## src/hw/rtl/mss_pkg.sv

```systemverilog
package mss_pkg;

    typedef struct packed {
        logic [2:0] operation;
        logic [2:0] track_index;
        logic [5:0] step_index;
        logic       trig_active;
        logic [7:0] note_number;
        logic [7:0] trig_velocity;
        logic [7:0] step_count;
    } item_t;

    typedef struct packed {
        logic       event_valid;
        logic [2:0] event_track;
        logic [7:0] event_note;
        logic [7:0] event_velocity;
        logic       duck_trigger;
        logic       last_result;
    } result_t;

    // Operation codes of the input item.
    localparam logic [2:0] OP_TICK        = 3'd0;
    localparam logic [2:0] OP_PLAY        = 3'd1;
    localparam logic [2:0] OP_STOP        = 3'd2;
    localparam logic [2:0] OP_WRITE_TRIG  = 3'd3;
    localparam logic [2:0] OP_WRITE_LEN   = 3'd4;

    // Configuration register indexes.
    localparam logic REG_STEP_PERIOD = 1'b0;
    localparam logic REG_MUTE_MASK   = 1'b1;

    localparam logic [31:0] STEP_PERIOD_RESET = 32'd393216000;
    localparam logic [32:0] ONE_SAMPLE        = 33'd65536;

    localparam int MAX_RESULTS = 8;
    localparam int EV_CNT_W    = 4;
    localparam int QUEUE_DEPTH = 2;
    localparam int QUEUE_PTR_W = 1;
    localparam int QUEUE_CNT_W = 2;

    typedef enum logic [2:0] {
        CMD_NOP   = 3'd0,
        CMD_TICK  = 3'd1,
        CMD_PLAY  = 3'd2,
        CMD_STOP  = 3'd3,
        CMD_TRIG  = 3'd4,
        CMD_LEN   = 3'd5
    } cmd_kind_t;

    typedef struct packed {
        cmd_kind_t  kind;
        logic [2:0] track;
        logic [5:0] step;
        logic       active;
        logic [7:0] note;
        logic [7:0] velocity;
        logic [7:0] length;
    } cmd_t;

    typedef struct packed {
        logic       active;
        logic [7:0] note;
        logic [7:0] velocity;
    } trig_t;

endpackage

```

## src/hw/rtl/mss_queue.sv

```systemverilog
module mss_queue (
    input  logic           clk,
    input  logic           rst_n,
    input  logic           push,
    input  mss_pkg::cmd_t  push_cmd,
    output logic           full,
    output logic           q_valid,
    output mss_pkg::cmd_t  q_cmd,
    input  logic           pop
);

    mss_pkg::cmd_t                        slot_reg [mss_pkg::QUEUE_DEPTH];
    logic [mss_pkg::QUEUE_PTR_W-1:0]      wr_ptr_reg;
    logic [mss_pkg::QUEUE_PTR_W-1:0]      wr_ptr_next;
    logic [mss_pkg::QUEUE_PTR_W-1:0]      rd_ptr_reg;
    logic [mss_pkg::QUEUE_PTR_W-1:0]      rd_ptr_next;
    logic [mss_pkg::QUEUE_CNT_W-1:0]      count_reg;
    logic [mss_pkg::QUEUE_CNT_W-1:0]      count_next;
    logic                                 do_pop;

    assign full    = count_reg == mss_pkg::QUEUE_CNT_W'(mss_pkg::QUEUE_DEPTH);
    assign q_valid = count_reg != '0;
    assign q_cmd   = slot_reg[rd_ptr_reg];
    assign do_pop  = pop && q_valid;

    always_comb
    begin
        wr_ptr_next = wr_ptr_reg;
        rd_ptr_next = rd_ptr_reg;
        count_next  = count_reg;
        if (push)
        begin
            wr_ptr_next = (wr_ptr_reg == mss_pkg::QUEUE_PTR_W'(mss_pkg::QUEUE_DEPTH - 1))
                        ? '0 : wr_ptr_reg + 1'b1;
        end
        if (do_pop)
        begin
            rd_ptr_next = (rd_ptr_reg == mss_pkg::QUEUE_PTR_W'(mss_pkg::QUEUE_DEPTH - 1))
                        ? '0 : rd_ptr_reg + 1'b1;
        end
        if (push && !do_pop)
        begin
            count_next = count_reg + 1'b1;
        end
        else if (do_pop && !push)
        begin
            count_next = count_reg - 1'b1;
        end
    end

    always_ff @(posedge clk or negedge rst_n)
    begin
        if (!rst_n)
        begin
            wr_ptr_reg <= '0;
            rd_ptr_reg <= '0;
            count_reg  <= '0;
        end
        else
        begin
            wr_ptr_reg <= wr_ptr_next;
            rd_ptr_reg <= rd_ptr_next;
            count_reg  <= count_next;
        end
    end

    always_ff @(posedge clk)
    begin
        if (push)
        begin
            slot_reg[wr_ptr_reg] <= push_cmd;
        end
    end

endmodule

```

## config.mk

```make
export PLATFORM = sky130hd
export DESIGN_NAME = mss_queue
export DESIGN_NICKNAME = d
export VERILOG_FILES = /design/src/hw/rtl/mss_pkg.sv /design/src/hw/rtl/mss_queue.sv
export SDC_FILE = /design/constraint.sdc
export NUM_CORES = 1
export LEC_CHECK = 0
export BUFFER_PORTS_ARGS = -buffer_cell sky130_fd_sc_hd__buf_2
export CAP_MARGIN = 20
export CELL_PAD_IN_SITES_DETAIL_PLACEMENT = 1
export CELL_PAD_IN_SITES_GLOBAL_PLACEMENT = 2
export CORE_ASPECT_RATIO = 1.25
export CORE_MARGIN = 5
export CORE_UTILIZATION = 41
export DETAILED_ROUTE_END_ITERATION = 8
export PLACE_DENSITY_LB_ADDON = 0.05
export SLEW_MARGIN = 20
export SYNTH_ARGS = -nofsm -noshare
export SYNTH_HDL_FRONTEND = slang
export SYNTH_SLANG_ARGS = --single-unit
export TNS_END_PERCENT = 1
```

## constraint.sdc

```tcl
create_clock -name clk -period 6.15 [get_ports clk]
set_input_delay 0.9225 -clock clk [delete_from_list [all_inputs] [get_ports clk]]
set_output_delay 0.9225 -clock clk [all_outputs]
set_load 0.005 [all_outputs]
```

# Word-level counts from Yosys, hierarchy flattened
# Memories as Yosys holds them, arrays and structs flattened.
# Index checks and enable logic that the tools add are counted.
[word_totals]
memories = 1
ff_bits = 4
word_cells = 22
ramBits = 74
[classes]
n_mux = 6
reduce_logical = 7
n_eq_ne = 1
n_addsub = 4
[memory_table]
columns = ["memory", "words", "width", "read_ports", "rd_ports_with_merged_regs", "wr", "line", "source"]
rows = [
  ["slot_reg", 2, 37, 1, 0, 1, "mss_queue.sv:12", "mss_pkg::cmd_t slot_reg [mss_pkg::QUEUE_DEPTH];"],
]
[op_table]
columns = ["operator", "count"]
rows = [
  ["$mux W1", 4],
  ["$mux W2", 2],
  ["$reduce_bool A2 Y1", 2],
  ["$logic_and A1 B1 Y1", 3],
  ["$add A1 B1 Y1 const B", 2],
  ["$add A2 B1 Y2 const B", 1],
  ["$eq A2 B2 Y1 const B", 1],
  ["$logic_not A1 Y1", 2],
  ["$sub A2 B1 Y2 const B", 1],
]

# Logic depth before layout (Yosys ltp)
[logic_depth]
ltp_word = 5
mapped_depth = 6
depth_no_buf = 6

# Worst setup path before layout
# Ideal clock, no wire load.
[synth_path]
path_type = "input to register"
from = "input push"
to = "memory slot_reg[0][0] (netlist bit) (enable)"
path_stages = 1
n_path_buf = 0
arrival_ns = 2.584
slack_ns = 3.131
cell_sequence = "nor2b_1"
[synth_via]
elab_chain_cells = 2
[synth_rtl]
columns = ["element", "line", "source"]
rows = [
  ["start, declared", "mss_queue.sv:4", "input logic push,"],
  ["$mux W1", "mss_queue.sv:69", "if (push)"],
  ["$mux W1 (implied by the code)", "mss_queue.sv:71", "slot_reg[wr_ptr_reg] <= push_cmd;"],
  ["end, declared", "mss_queue.sv:12", ""],
]
# No other way between the ends.

==> run metrics <==
status finished, final reports clean; vias 1,466; WL per Instance 17.4 µm; Final #Nets 260; Worst Tran Pin Value 1070 ps; final hold violation count 0; post-synthesis mux area share 16.7%; Req. time, crit path 5230 ps; initial antenna violation count 0; Mapped Cells 131; Clock Latency Late Sink 330 ps; most frequent cell after synthesis edfxtp_1; critical path peak fanout 38; aggregate global routing overflow 0; Power Total 1.61 mW; Yosys top cell area share 75.5%; maximum level of the CTS H-tree 3; post-route ant nets 0; CP arrival 1980 ps; Post-Syn Nets 173; drt initial violations 68; fill count 701; Die H 105 µm; adder-cell share of the synthesized area 0.425%; CTS Buf Count 9; Crit path max-delay family flip-flops; simple-gate portion of the synthesized area 1.11%; crit path max-delay cell type dfrtp_2; Clock Path Buffers 2; number of synthesized flops with an enable pin 74; CP startpoint kind flip-flop; clock sinks 78; top cells by area, synth edfxtp_1, mux2_4, mux2_2; Synth Area in Compound Gates 0%; Remaining DRCs 0; LEAKAGE 1.44 nW; mapped cell area 2940 µm²; drt via density 4.68; PD cells 442 nW/µm²; die width 85.8 µm; root buffer cell clkbuf_8; xor/xnor share of the synthesized area 1.49%; Hold-fix buffers, CTS 0; row cnt 34; minimum clock period 2900 ps; vias in the first global route 1,727; quantity of gates resized following cts 0; fmax 344 MHz; Cell Chain, Critical Path mux2_2, buf_2; RePlAce Congestion 0.663; Core Region 6980 µm²; I/O Pins 80; Post-DP HPWL 3790 µm; number of port buffers 79; Post-synth top cells edfxtp_1, mux2_4, mux2_2; largest net degree at the start of global routing 39; Post-synth ARST share 5.13%; Pins Over Slew Limit 0; maximum vdd drop 265 µV; synth unique cells 14; #FFs+latches synth 78; max reg flops 74; fin crit share 47.2%; first-pass GRT wire length 8690 µm; setup TNS 0 ps; Multi-input gate area 589 µm²; Synth area leader edfxtp_1; slowest cell delay on critical path 1080 ps; layout cells sized above 1 59.6%; Starting Density 42.2%; WS Path Type flip-flop to output port; final wirelength 5460 µm; die area 8980 µm²; CTS tree yes; ys flop type edfxtp_1; buffers and inverters on the worst path 1; Max Cap Viol 0; ant diodes 0; Final Skew 4.43 ps; RSZ-0062 raised after global routing false; Post-CTS Setup Inserts 0; YS warnings 0; GR Util All Layers 13.0%; Syn Area/Cell 22.5 µm²; clock transition at the registers of the reported paths 70 ps; endpoints failing setup 0; Critical Path Sink Type output port; Max-Slew Margin vs Limit 28.9%; FF/Latch Area 2320 µm²; Worst Hold Class input port to asynchronous set/reset pin; iteration count of the initial detailed-routing pass 4; largest family of logic cells by synthesized area multiplexers; Seq/Total Area, Yosys 78.9%; Area Overhead vs Synth 24.2%
==> kinds of logic after synthesis <==
group | count (synthesis)
xor+xnor | 5
flops | 78
buf+inv | 4
simple gates | 6
mux | 37
fa+ha+maj | 1
==> final cells by class <==
class                           count  area share (%)
Clock buffer                       11            3.60
Multi-Input combinational cell     49            16.1
Sequential cell                    78            63.6
Timing Repair Buffer               80            11.6
Tap cell                           90            3.08
Clock inverter                      5            2.02
==> metrics by stage <==
stage | setup WS, ps | instance area (µm²) | utilization, % | hold WS (ps) | instances
6_report | 3250 | 3650 | 52.4 | 388 | 313
5_1_grt | 3150 | 3650 | 52.4 | 367 | 313
4_1_cts | 3180 | 3630 | 52.0 | 373 | 312
3_5_place_dp | 3550 | 3420 | 49.0 | 481 | 296
3_3_place_gp | 3610 | 3420 | 49.0 | 468 | 296
2_1_floorplan | 3130 | 2940 | - | 448 | 131
==> power breakdown <==
group	switching [mW]	internal, mW
Clock	0.168	0.226
Sequential	0.0941	0.708
Combinational	0.161	0.258
==> layer usage <==
layer | wire length, µm | up-vias | GRT usage (%)
met2 | 3090 | 53 | 24.3
met4 | 93 | 0 | 6.11
li1 | - | 683 | -
met1 | 1930 | 720 | 12.9
met3 | 342 | 10 | 3.39
met5 | 0 | - | 0
==> placed cells by master (no fill, tap or decap) <==
master / n
nor2b_1: 1
dfrtp_2: 1
clkinv_1: 1
clkbuf_1: 2
bufinv_16: 2
ha_1: 1
mux2_2: 17
nor2b_4: 1
buf_16: 1
nand2_1: 1
clkinv_2: 2
buf_2: 79
or2_1: 1
edfxtp_1: 74
xor2_1: 3
mux2_4: 20
nor2_1: 1
dfrtp_1: 3
and2_2: 1
clkbuf_8: 9
xnor2_1: 2
==> path summary, 6_finish.rpt <==
| kind | end | startpoint | cells after the start | slack, ps |
|---|---|---|---|---|
| hold reg to reg | count_reg[1]$_DFFE_PN0P_ | count_reg[1]$_DFFE_PN0P_ | 1 | 490 |
| setup reg to reg | slot_reg[1][12]$_DFFE_PP_ | wr_ptr_reg$_DFFE_PN0P_ | 1 | 4560 |
| hold / removal | wr_ptr_reg$_DFFE_PN0P_ | rst_n | 1 | 390 |
| max in group asynchronous | rd_ptr_reg$_DFFE_PN0P_ | rst_n | 1 | 5630 |
| min in group clk | count_reg[1]$_DFFE_PN0P_ | count_reg[1]$_DFFE_PN0P_ | 1 | 490 |
| setup / recovery | q_cmd[9] | rd_ptr_reg$_DFFE_PN0P_ | 2 | 3250 |
No activity file was read; power rests on OpenSTA's default activity.
