`config.mk`:
```
export PLATFORM = sky130hd
export DESIGN_NAME = mss_front
export DESIGN_NICKNAME = d
export VERILOG_FILES = /design/src/hw/rtl/mss_pkg.sv /design/src/hw/rtl/mss_front.sv
export SDC_FILE = /design/constraint.sdc
export NUM_CORES = 1
export LEC_CHECK = 0
export BUFFER_PORTS_ARGS = -buffer_cell sky130_fd_sc_hd__buf_2
export CAP_MARGIN = 30
export CORE_UTILIZATION = 24
export DETAILED_ROUTE_END_ITERATION = 10
export PLACE_DENSITY_LB_ADDON = 0.3
export REMOVE_ABC_BUFFERS = 1
export SETUP_SLACK_MARGIN = 0.4
export SLEW_MARGIN = 20
export SYNTH_ARGS = -nofsm -noshare
export SYNTH_HDL_FRONTEND = slang
export SYNTH_SLANG_ARGS = --single-unit
export TNS_END_PERCENT = 10
```
`constraint.sdc`:
```
create_clock -name vclk -period 1.1
set_input_delay 0.11 -clock vclk [all_inputs]
set_output_delay 0.11 -clock vclk [all_outputs]
set_load 0.01 [all_outputs]
```
`src/hw/rtl/mss_pkg.sv`:
```
package mss_pkg;

    typedef struct packed {
        logic [2:0] operation;
        logic [2:0] track_index;
        logic [5:0] step_index;
        logic       trig_active;
        logic [7:0] note_number;
        logic [7:0] trig_velocity;
        logic [7:0] step_count;
    } item_t;

    typedef struct packed {
        logic       event_valid;
        logic [2:0] event_track;
        logic [7:0] event_note;
        logic [7:0] event_velocity;
        logic       duck_trigger;
        logic       last_result;
    } result_t;

    // Operation codes of the input item.
    localparam logic [2:0] OP_TICK        = 3'd0;
    localparam logic [2:0] OP_PLAY        = 3'd1;
    localparam logic [2:0] OP_STOP        = 3'd2;
    localparam logic [2:0] OP_WRITE_TRIG  = 3'd3;
    localparam logic [2:0] OP_WRITE_LEN   = 3'd4;

    // Configuration register indexes.
    localparam logic REG_STEP_PERIOD = 1'b0;
    localparam logic REG_MUTE_MASK   = 1'b1;

    localparam logic [31:0] STEP_PERIOD_RESET = 32'd393216000;
    localparam logic [32:0] ONE_SAMPLE        = 33'd65536;

    localparam int MAX_RESULTS = 8;
    localparam int EV_CNT_W    = 4;
    localparam int QUEUE_DEPTH = 2;
    localparam int QUEUE_PTR_W = 1;
    localparam int QUEUE_CNT_W = 2;

    typedef enum logic [2:0] {
        CMD_NOP   = 3'd0,
        CMD_TICK  = 3'd1,
        CMD_PLAY  = 3'd2,
        CMD_STOP  = 3'd3,
        CMD_TRIG  = 3'd4,
        CMD_LEN   = 3'd5
    } cmd_kind_t;

    typedef struct packed {
        cmd_kind_t  kind;
        logic [2:0] track;
        logic [5:0] step;
        logic       active;
        logic [7:0] note;
        logic [7:0] velocity;
        logic [7:0] length;
    } cmd_t;

    typedef struct packed {
        logic       active;
        logic [7:0] note;
        logic [7:0] velocity;
    } trig_t;

endpackage

```
`src/hw/rtl/mss_front.sv`:
```
module mss_front #(
    parameter int TRACKS = 8,
    parameter int STEPS  = 64
) (
    input  logic            item_valid,
    output logic            item_stall,
    input  mss_pkg::item_t  item,
    input  logic            queue_full,
    input  logic            clearing,
    output logic            push,
    output mss_pkg::cmd_t   cmd
);

    logic       track_ok;
    logic       step_ok;
    logic [7:0] clamped_len;

    assign item_stall = queue_full || clearing;
    assign push       = item_valid && !item_stall;

    assign track_ok = 32'(item.track_index) < 32'(TRACKS);
    assign step_ok  = 32'(item.step_index) < 32'(STEPS);

    always_comb
    begin
        if (item.step_count == 8'd0)
        begin
            clamped_len = 8'd1;
        end
        else if (9'(item.step_count) > 9'(STEPS))
        begin
            clamped_len = 8'(STEPS);
        end
        else
        begin
            clamped_len = item.step_count;
        end
    end

    // Writes that address a missing track or step become no-ops here, so the
    // back end never has to range-check.
    always_comb
    begin
        cmd.kind     = mss_pkg::CMD_NOP;
        cmd.track    = item.track_index;
        cmd.step     = item.step_index;
        cmd.active   = item.trig_active;
        cmd.note     = item.note_number;
        cmd.velocity = item.trig_velocity;
        cmd.length   = clamped_len;
        case (item.operation)
            mss_pkg::OP_TICK:
            begin
                cmd.kind = mss_pkg::CMD_TICK;
            end
            mss_pkg::OP_PLAY:
            begin
                cmd.kind = mss_pkg::CMD_PLAY;
            end
            mss_pkg::OP_STOP:
            begin
                cmd.kind = mss_pkg::CMD_STOP;
            end
            mss_pkg::OP_WRITE_TRIG:
            begin
                if (track_ok && step_ok)
                begin
                    cmd.kind = mss_pkg::CMD_TRIG;
                end
            end
            mss_pkg::OP_WRITE_LEN:
            begin
                if (track_ok)
                begin
                    cmd.kind = mss_pkg::CMD_LEN;
                end
            end
            default:
            begin
                cmd.kind = mss_pkg::CMD_NOP;
            end
        endcase
    end

endmodule

```
# --- Word level (Yosys, flattened, before mapping) ---
# Cells that the tools add are included.
classes:
  eq_ne: 4
  reduce_logical: 5
  mux: 3
  order_cmp: 1
op_table:
  columns: ["operator", "n"]
  rows:
  - ["8-bit 2-to-1 mux", 2]
  - ["3-bit one-hot mux with 5 select lines", 1]
  - ["8-bit by 7-bit > comparator with 1-bit output (second input constant)", 1]
  - ["8-bit logical NOT", 1]
  - ["3-bit by 2-bit equality test with 1-bit output (second input constant)", 2]
  - ["3-bit by 1-bit equality test with 1-bit output (second input constant)", 1]
  - ["3-bit equality test (second input constant)", 1]
  - ["3-bit logical NOT", 1]
  - ["1-bit logical AND", 1]
  - ["1-bit logical NOT", 1]
  - ["1-bit logical OR", 1]
totals:
  regBits: 0
  out_inout_bits: 39
  input_bits: 40

# --- Depth between registers and ports, before layout ---
# Gate-level depths: netlist of the first run.
logic_depth:
  word_depth: 3
  depth_mapped: 2
  ltp_nobuf: 2

# --- Worst setup path before layout of the first run ---
# OpenSTA, ideal clock, no wires.
synth_path:
  path_kind: "input to output"
  start: "input clearing"
  end: "output push"
  t_required_ps: 990
  t_arrival_ps: 610
  path_slack_ps: 380
  path_buffers: 0
  stages: 2
  cell_sequence: "or2_2 nor2_1"
synth_via:
  elab_chain_len: 3
synth_lines:
  columns: ["item", "line_no", "rtl"]
  rows:
  - ["start, declared", "mss_front.sv:9", "input logic clearing,"]
  - ["1-bit logical OR", "mss_front.sv:18", "assign item_stall = queue_full || clearing;"]
  - ["1-bit logical NOT", "mss_front.sv:19", "assign push = item_valid && !item_stall;"]
  - ["1-bit logical AND", "mss_front.sv:19", null]
  - ["end, declared", "mss_front.sv:10", "output logic push,"]
# Every way passes these cells.

==> metrics, run 1 <==
n_diodes 0; # hold bufs at CTS 0; Post-Place Worst Slack 0.145 ns; num ports 79; Hold Vio Cnt, Final 0; top post-synthesis cells by area buf_4 65%, and2_1 10%, nor2_1 3.6%; Final Wtd Congestion 0.695; CP max-delay cell nor4_4; Pwr Density 346 nW/um^2; Critical Path RT 0.99 ns; Setup TNS 0 ns; RSZ-0062 raised after global routing yes; GRT Overall Usage 17.0%; Worst Setup Start Kind primary input; Yosys top cell area share 64.8%; Syn Inst Count 47; Synth cell types 14; Die Span X 38.1 um; CP max stage delay 0.25 ns; synthesized area 313 sq um; starting density of the core 27.1%; worst vdd ir 0.0000917 V; global route total overflow 0; Highest Clock Rate 1200 MHz; layout cell share with drive strength beyond 1 65.2%; DIE AREA 1450 sq um; Vias per Instance 4.58; clock buffer count 0; sequential cell count 0; vias in the first global route 183; wire length per cell 20.9 um; Final setup viols 0; area delta synth->final -4.80%; crit end category output port; Leak 0.168 nW; Hold Startpoint item[18]; pin count of the biggest net entering global routing 8; final WL 1250 um; CORE AREA 1160 sq um; Tcrit/Tclk final 75.5%; DRC 0; first-pass GRT wire length 1510 um; status finished, final reports clean; min cycle time layout 0.830 ns; nets@finish 88; maximum fanout along the worst path 2; Arrival @ worst endpoint 0.72 ns; Avg Synthesized Cell Area 6.66 sq um; Yosys Warn Count 0; Synth area leader buf_4; register area share after synthesis 0%; crit path cell chain buf_6 > nor4_4 > a22o_1 > buf_2; 1st-pass router iterations 2; FP Rows 12; Hold Crit Class primary input to output port; height of the die 38.1 um; non-filler cells in the finished layout 60; DRT iter0 DRCs 1; Seq. cell area 0 sq um; critical setup path kind primary input to output port; crit path launch item[5]; antenna violations before repair 0; I/O Buffers 26; max-cap viol count 0; post-route ant nets 0; dpl hpwl 1190 um; Final WS setup 0.270 ns; Placed Cells 60; number of fillers in the final layout 132; Max Slew Vio Count 0; Vias 275
[cells by family (layout without fill, tap and decap cells)]
kind of cell           count (synthesis)  in the layout  share of synthesized area, %
buffers and inverters                 29             28                          67.2
AND/OR/NAND/NOR                       13             13                          22.4
AO/OA/AOI/OAI                          3              3                          6.40
other                                  1              1                          1.20
XOR/XNOR                               1              1                          2.80
[metrics by stage]
step | power (mW) | util [%] | hold WS (ns) | area (sq um)
6_report | 0.103 | 25.8 | 0.220 | 298
5_1_grt | 0.114 | 25.8 | 0.220 | 298
4_1_cts | 0.103 | 25.3 | 0.220 | 293
3_5_place_dp | 0.0894 | 22.3 | 0.220 | 258
3_3_place_gp | 0.0890 | 22.3 | 0.220 | 258
2_1_floorplan | 0.0378 | - | 0.220 | 110
[synth_stat cells, drive strengths merged]
| master | count |
|---|---|
| nor3 | 1 |
| xnor2 | 1 |
| buf | 27 |
| and2 | 5 |
| o22ai | 1 |
| a21oi | 1 |
| or2 | 1 |
| inv | 2 |
| nand2b | 1 |
| a22o | 1 |
| nand2 | 1 |
| nor4 | 1 |
| nor2 | 3 |
| conb | 1 |
[repair_timing]
action / 4_1_cts / 5_1_grt
setup endpoints to repair: 10 / 11
gates resized for setup: 6 / 1
buffers inserted: 0 / 0
pin swaps: 2 / 1
[placed cells by master, fill, tap and decap left out]
cell,count
buf_2,24
and2_1,5
inv_1,2
nor2_1,2
buf_6,2
nand2_1,1
nand2b_1,1
o22ai_1,1
nor2_4,1
nor3_2,1
nor4_4,1
a22o_1,1
xnor2_1,1
or2_2,1
a21oi_1,1
conb_1,1
[area by class of cell]
type	instances	area, sq um	share of cell area, %
tap	14	17.5	5.88
timing repair buffer	26	143	47.9
multi-input combinational	18	130	43.7
inverter	2	7.51	2.52
[worst max-delay path: cells and delay by family]
kind	cells	cell delay (ns)
buffers and inverters	2	0.22
AND/OR/NAND/NOR	1	0.25
AO/OA/AOI/OAI	1	0.15
[final timing paths]
| path | end | slack [ns] | depth (start not counted) |
|---|---|---|---|
| worst min-delay path | cmd[18] | 0.22 | 0 |
| worst max-delay path | cmd[0] | 0.27 | 4 |
[power by group]
part	switching (mW)	internal [mW]
sequential	0	0
combinational	0.0498	0.0534
clock	0	0
total	0.0498	0.0534
[per-layer routing]
metal	wire, um	up-vias	GRT usage, %
li1	-	120	-
met1	300	109	14.6
met2	505	46	24.6
met3	448	0	23.8
met4	0	0	0
met5	0	-	0
No activity file was read; power rests on OpenSTA's default activity.
==> inputs of run 2 (changes only) <==
Settings changed: CORE_UTILIZATION 24 to 22.
Clock period 1.1 ns to 0.8 ns, I/O delays scaled along.
==> metrics, run 2 (same netlist as run 1, synthesis figures left out) <==
status finished, final reports clean; wire length per cell 22.5 um (+7.4%); final WL 1390 um (+11%); post-layout util 30.2% (+4.4 points); Final WS setup 0.0221 ns (-0.247 ns); FP Rows 13 (+1); num ports 79 (unchanged); layout cell share with drive strength beyond 1 80.9% (+16 points); Post-Place Cell Area 267 sq um (+3.4%); total power after layout 199 uW (+93%); max-cap viol count 0 (unchanged); CP max-delay cell nor4_4; starting density of the core 23.7% (-3.3 points); commonest non-fill, non-tap cells in the layout 15 x buf_2, 10 x buf_6, 4 x and2_4, 2 x nor2_1, 2 x buf_8; non-filler cells in the finished layout 62 (+3.3%); worst hold margin 0.160 ns (-0.0600 ns); DRT iter0 DRCs 2 (+1); CORE AREA 1320 sq um (+14%); Critical Path RT 0.72 ns (-0.27 ns); final instance area 398 sq um (+34%); CP max stage delay 0.25 ns (about the same); 1st-pass router iterations 2 (unchanged); Final setup viols 0 (unchanged); global route total overflow 0 (unchanged); crit end category output port; post-route ant nets 0 (unchanged); Max Slew Vio Count 0 (unchanged); Hold Crit Class primary input to output port; first-pass GRT wire length 1430 um (-5.5%); antenna violations before repair 0 (unchanged); Worst Setup Start Kind primary input; Die Span X 39.7 um (+4.2%); Final Wtd Congestion 0.637 (-8.4%); Vias 292 (+6.2%); Leak 0.208 nW (+24%); Hold Crit Endpoint cmd[28]; Hold Startpoint item[28]; I/O Buffers 26 (unchanged); maximum fanout along the worst path 2 (unchanged); Placed Cells 62 (+3.3%); pin count of the biggest net entering global routing 8 (unchanged); crit path cell chain buf_6 > nor4_4 > a22o_1 > buf_2; min cycle time layout 0.778 ns; # hold bufs at CTS 0 (unchanged); GRT Overall Usage 15.3% (-1.7 points); Vias per Instance 4.71 (+2.8%); nets@finish 89 (+1.1%); Arrival @ worst endpoint 0.70 ns (-0.02 ns); critical setup path kind primary input to output port; DRC 0 (unchanged); area delta synth->final 27.2%; vias in the first global route 202 (+10%); Highest Clock Rate 1290 MHz; Post-Place Worst Slack -0.00180 ns (-0.147 ns); Seq. cell area 0 sq um (unchanged); Hold Vio Cnt, Final 0 (unchanged); WHS Path Cells 0 (unchanged); commonest non-fill, non-tap cell in the layout buf_2; sequential cell count 0 (unchanged); Setup TNS 0 ns (unchanged); clock buffer count 0 (unchanged); DIE AREA 1580 sq um (+8.6%); number of fillers in the final layout 151 (+14%); worst vdd ir 0.000130 V (+42%); RSZ-0062 raised after global routing yes; n_diodes 0 (unchanged); height of the die 39.7 um (+4.2%); number of post-CTS setup repair buffers 0 (unchanged); Pwr Density 500 nW/um^2 (+44%); Tcrit/Tclk final 97.2%
[run 2: report_power, final]
part	leakage [nW]	switching, mW	total (mW)	internal [mW]
sequential	0	0	0	0
clock	0	0	0	0
combinational	0.208	0.0804	0.199	0.119
total	0.208	0.0804	0.199	0.119
[run 2: worst max path at each step]
stage             end  depth (start not counted)  startpoint
2_1_floorplan    push                          2    clearing
3_3_place_gp   cmd[0]                          4     item[6]
3_5_place_dp   cmd[0]                          4     item[6]
4_1_cts        cmd[0]                          4     item[5]
5_1_grt        cmd[0]                          4     item[5]
6_report       cmd[0]                          4     item[5]
[run 2: final cells by class]
type	count	area, sq um	area share, %
Timing Repair Buffer	27	218	54.7
Multi-Input combinational cell	18	154	38.7
Tap cell	15	18.8	4.72
Inverter	2	7.51	1.89
[run 2: timing repair]
item                                    CTS  global route
gates resized for setup                   4            27
endpoints found under the setup margin   12            12
pin swaps                                 2            10
[run 2: critical path, delay by kind of cell]
family / cells / cell delay [ns]
AO/OA/AOI/OAI: 1 / 0.15
buffers and inverters: 2 / 0.22
AND/OR/NAND/NOR: 1 / 0.25
[run 2: per-layer routing]
layer | track usage, % | part of all wire (%)
met5 | 0 | 0
met4 | 0 | 0
met3 | 23.3 | 33
met2 | 23.0 | 45
met1 | 11.5 | 22
==> inputs of run 3 (changes only) <==
Settings changed: CORE_UTILIZATION 22 to 24, SKIP_LAST_GASP set to 1.
Clock period 0.8 ns to 0.9 ns, I/O delays scaled along.
==> metrics, run 3 (same netlist as run 1, synthesis figures left out) <==
commonest non-fill, non-tap cell in the layout buf_2; CORE AREA 1160 sq um (-12%); RSZ-0062 raised after global routing yes; total power after layout 124 uW (-37%); Placed Cells 60 (-3.2%); # hold bufs at CTS 0 (unchanged); non-filler cells in the finished layout 60 (-3.2%); Worst Path Buf+Inv 2 (unchanged); worst vdd ir 0.000114 V (-13%); Multi-input gate area 125 sq um (-19%); DRC 0 (unchanged); nets@finish 88 (-1.1%); Die Span X 38.1 um (-4.0%); Pwr Density 425 nW/um^2 (-15%); global route total overflow 0 (unchanged); n_diodes 0 (unchanged); clock buffer count 0 (unchanged); Setup TNS 0 ns (unchanged); post-layout util 25.3% (-4.9 points); Seq. cell area 0 sq um (unchanged); area delta synth->final -6.40%; min cycle time layout 0.793 ns; num ports 79 (unchanged); Leak 0.167 nW (-20%); status finished, final reports clean; Final WS setup 0.107 ns (+0.0852 ns); crit end category output port; Arrival @ worst endpoint 0.70 ns (about the same); I/O Buffers 26 (unchanged); max-cap viol count 0 (unchanged); 1st-pass router iterations 1 (-1); Hold Crit Class primary input to output port; CP max-delay cell nor4_4; Hold Crit Endpoint cmd[18]; antenna violations before repair 0 (unchanged); critical setup path kind primary input to output port; pin count of the biggest net entering global routing 8 (unchanged); Vias per Instance 4.53 (-3.7%); Vias 272 (-6.8%); WHS Path Cells 0 (unchanged); number of fillers in the final layout 123 (-19%); Critical Path RT 0.81 ns (+0.09 ns); wire length per cell 21.0 um (-6.5%); crit path cell chain buf_6 > nor4_4 > a22o_1 > buf_2; dpl hpwl 1200 um; first-pass GRT wire length 1490 um (+4.3%); Max Slew Vio Count 0 (unchanged); Hold Vio Cnt, Final 0 (unchanged); Final Wtd Congestion 0.670 (+5.2%); Worst Setup Start Kind primary input; FP Rows 12 (-1); post-route ant nets 0 (unchanged); Hold Startpoint item[18]; commonest non-fill, non-tap cells in the layout 24 x buf_2, 5 x and2_1, 2 x inv_1, 2 x nor2_1, 2 x buf_6; Tcrit/Tclk final 88.1%; maximum fanout along the worst path 2 (unchanged); Post-Place Worst Slack 0.00707 ns (+0.00888 ns); Final setup viols 0 (unchanged); layout cell share with drive strength beyond 1 63.0% (-18 points); height of the die 38.1 um (-4.0%); GRT Overall Usage 16.7% (+1.3 points); cell family with most CP delay simple AND/OR/NAND/NOR gates; Highest Clock Rate 1260 MHz; final WL 1260 um (-9.6%); vias in the first global route 199 (-1.5%); starting density of the core 27.1% (+3.3 points); sequential cell count 0 (unchanged); DIE AREA 1450 sq um (-7.9%); CP max stage delay 0.25 ns (about the same); DRT iter0 DRCs 0 (-2)
## run 3: metal layers
metal  part of all wire (%)  global-route usage [%]  up-vias
met2                     40                    23.3       46
met5                      0                       0        -
li1                       -                       -      116
met3                     38                    25.6        0
met1                     22                    13.5      110
met4                      0                       0        0
## run 3: area by class of cell
type / count / area share, %
Multi-Input combinational cell: 18 / 42.7
Timing Repair Buffer: 26 / 48.7
Inverter: 2 / 2.56
Tap cell: 14 / 5.98
## run 3: how the worst max path moves through the flow
stage	from	to	slack [ns]	cells after the start
after floorplan	clearing	push	0.22	2
after global placement	item[6]	cmd[0]	0.002	4
after detailed placement	item[6]	cmd[0]	0.007	4
after CTS	item[5]	cmd[0]	0.09	4
after global routing	item[5]	cmd[0]	0.08	4
final	item[5]	cmd[0]	0.11	4
## run 3: what timing repair did
| action | 4_1_cts | 5_1_grt |
|---|---|---|
| setup buffers | 0 | 0 |
| pin swaps | 2 | 1 |
| resized for setup | 5 | 1 |
| endpoints found under the setup margin | 12 | 12 |
## run 3: metrics by stage
stage               cell area, sq um  hold WS, ns
finish                           293        0.180
global route                     293        0.180
CTS                              288        0.180
detailed placement               258        0.180
global placement                 258        0.180
floorplan                        110        0.180
## run 3: where the power goes
part	leakage, nW	total, mW	internal [mW]	switching [mW]
combinational	0.167	0.124	0.0647	0.0596
sequential	0	0	0	0
clock	0	0	0	0
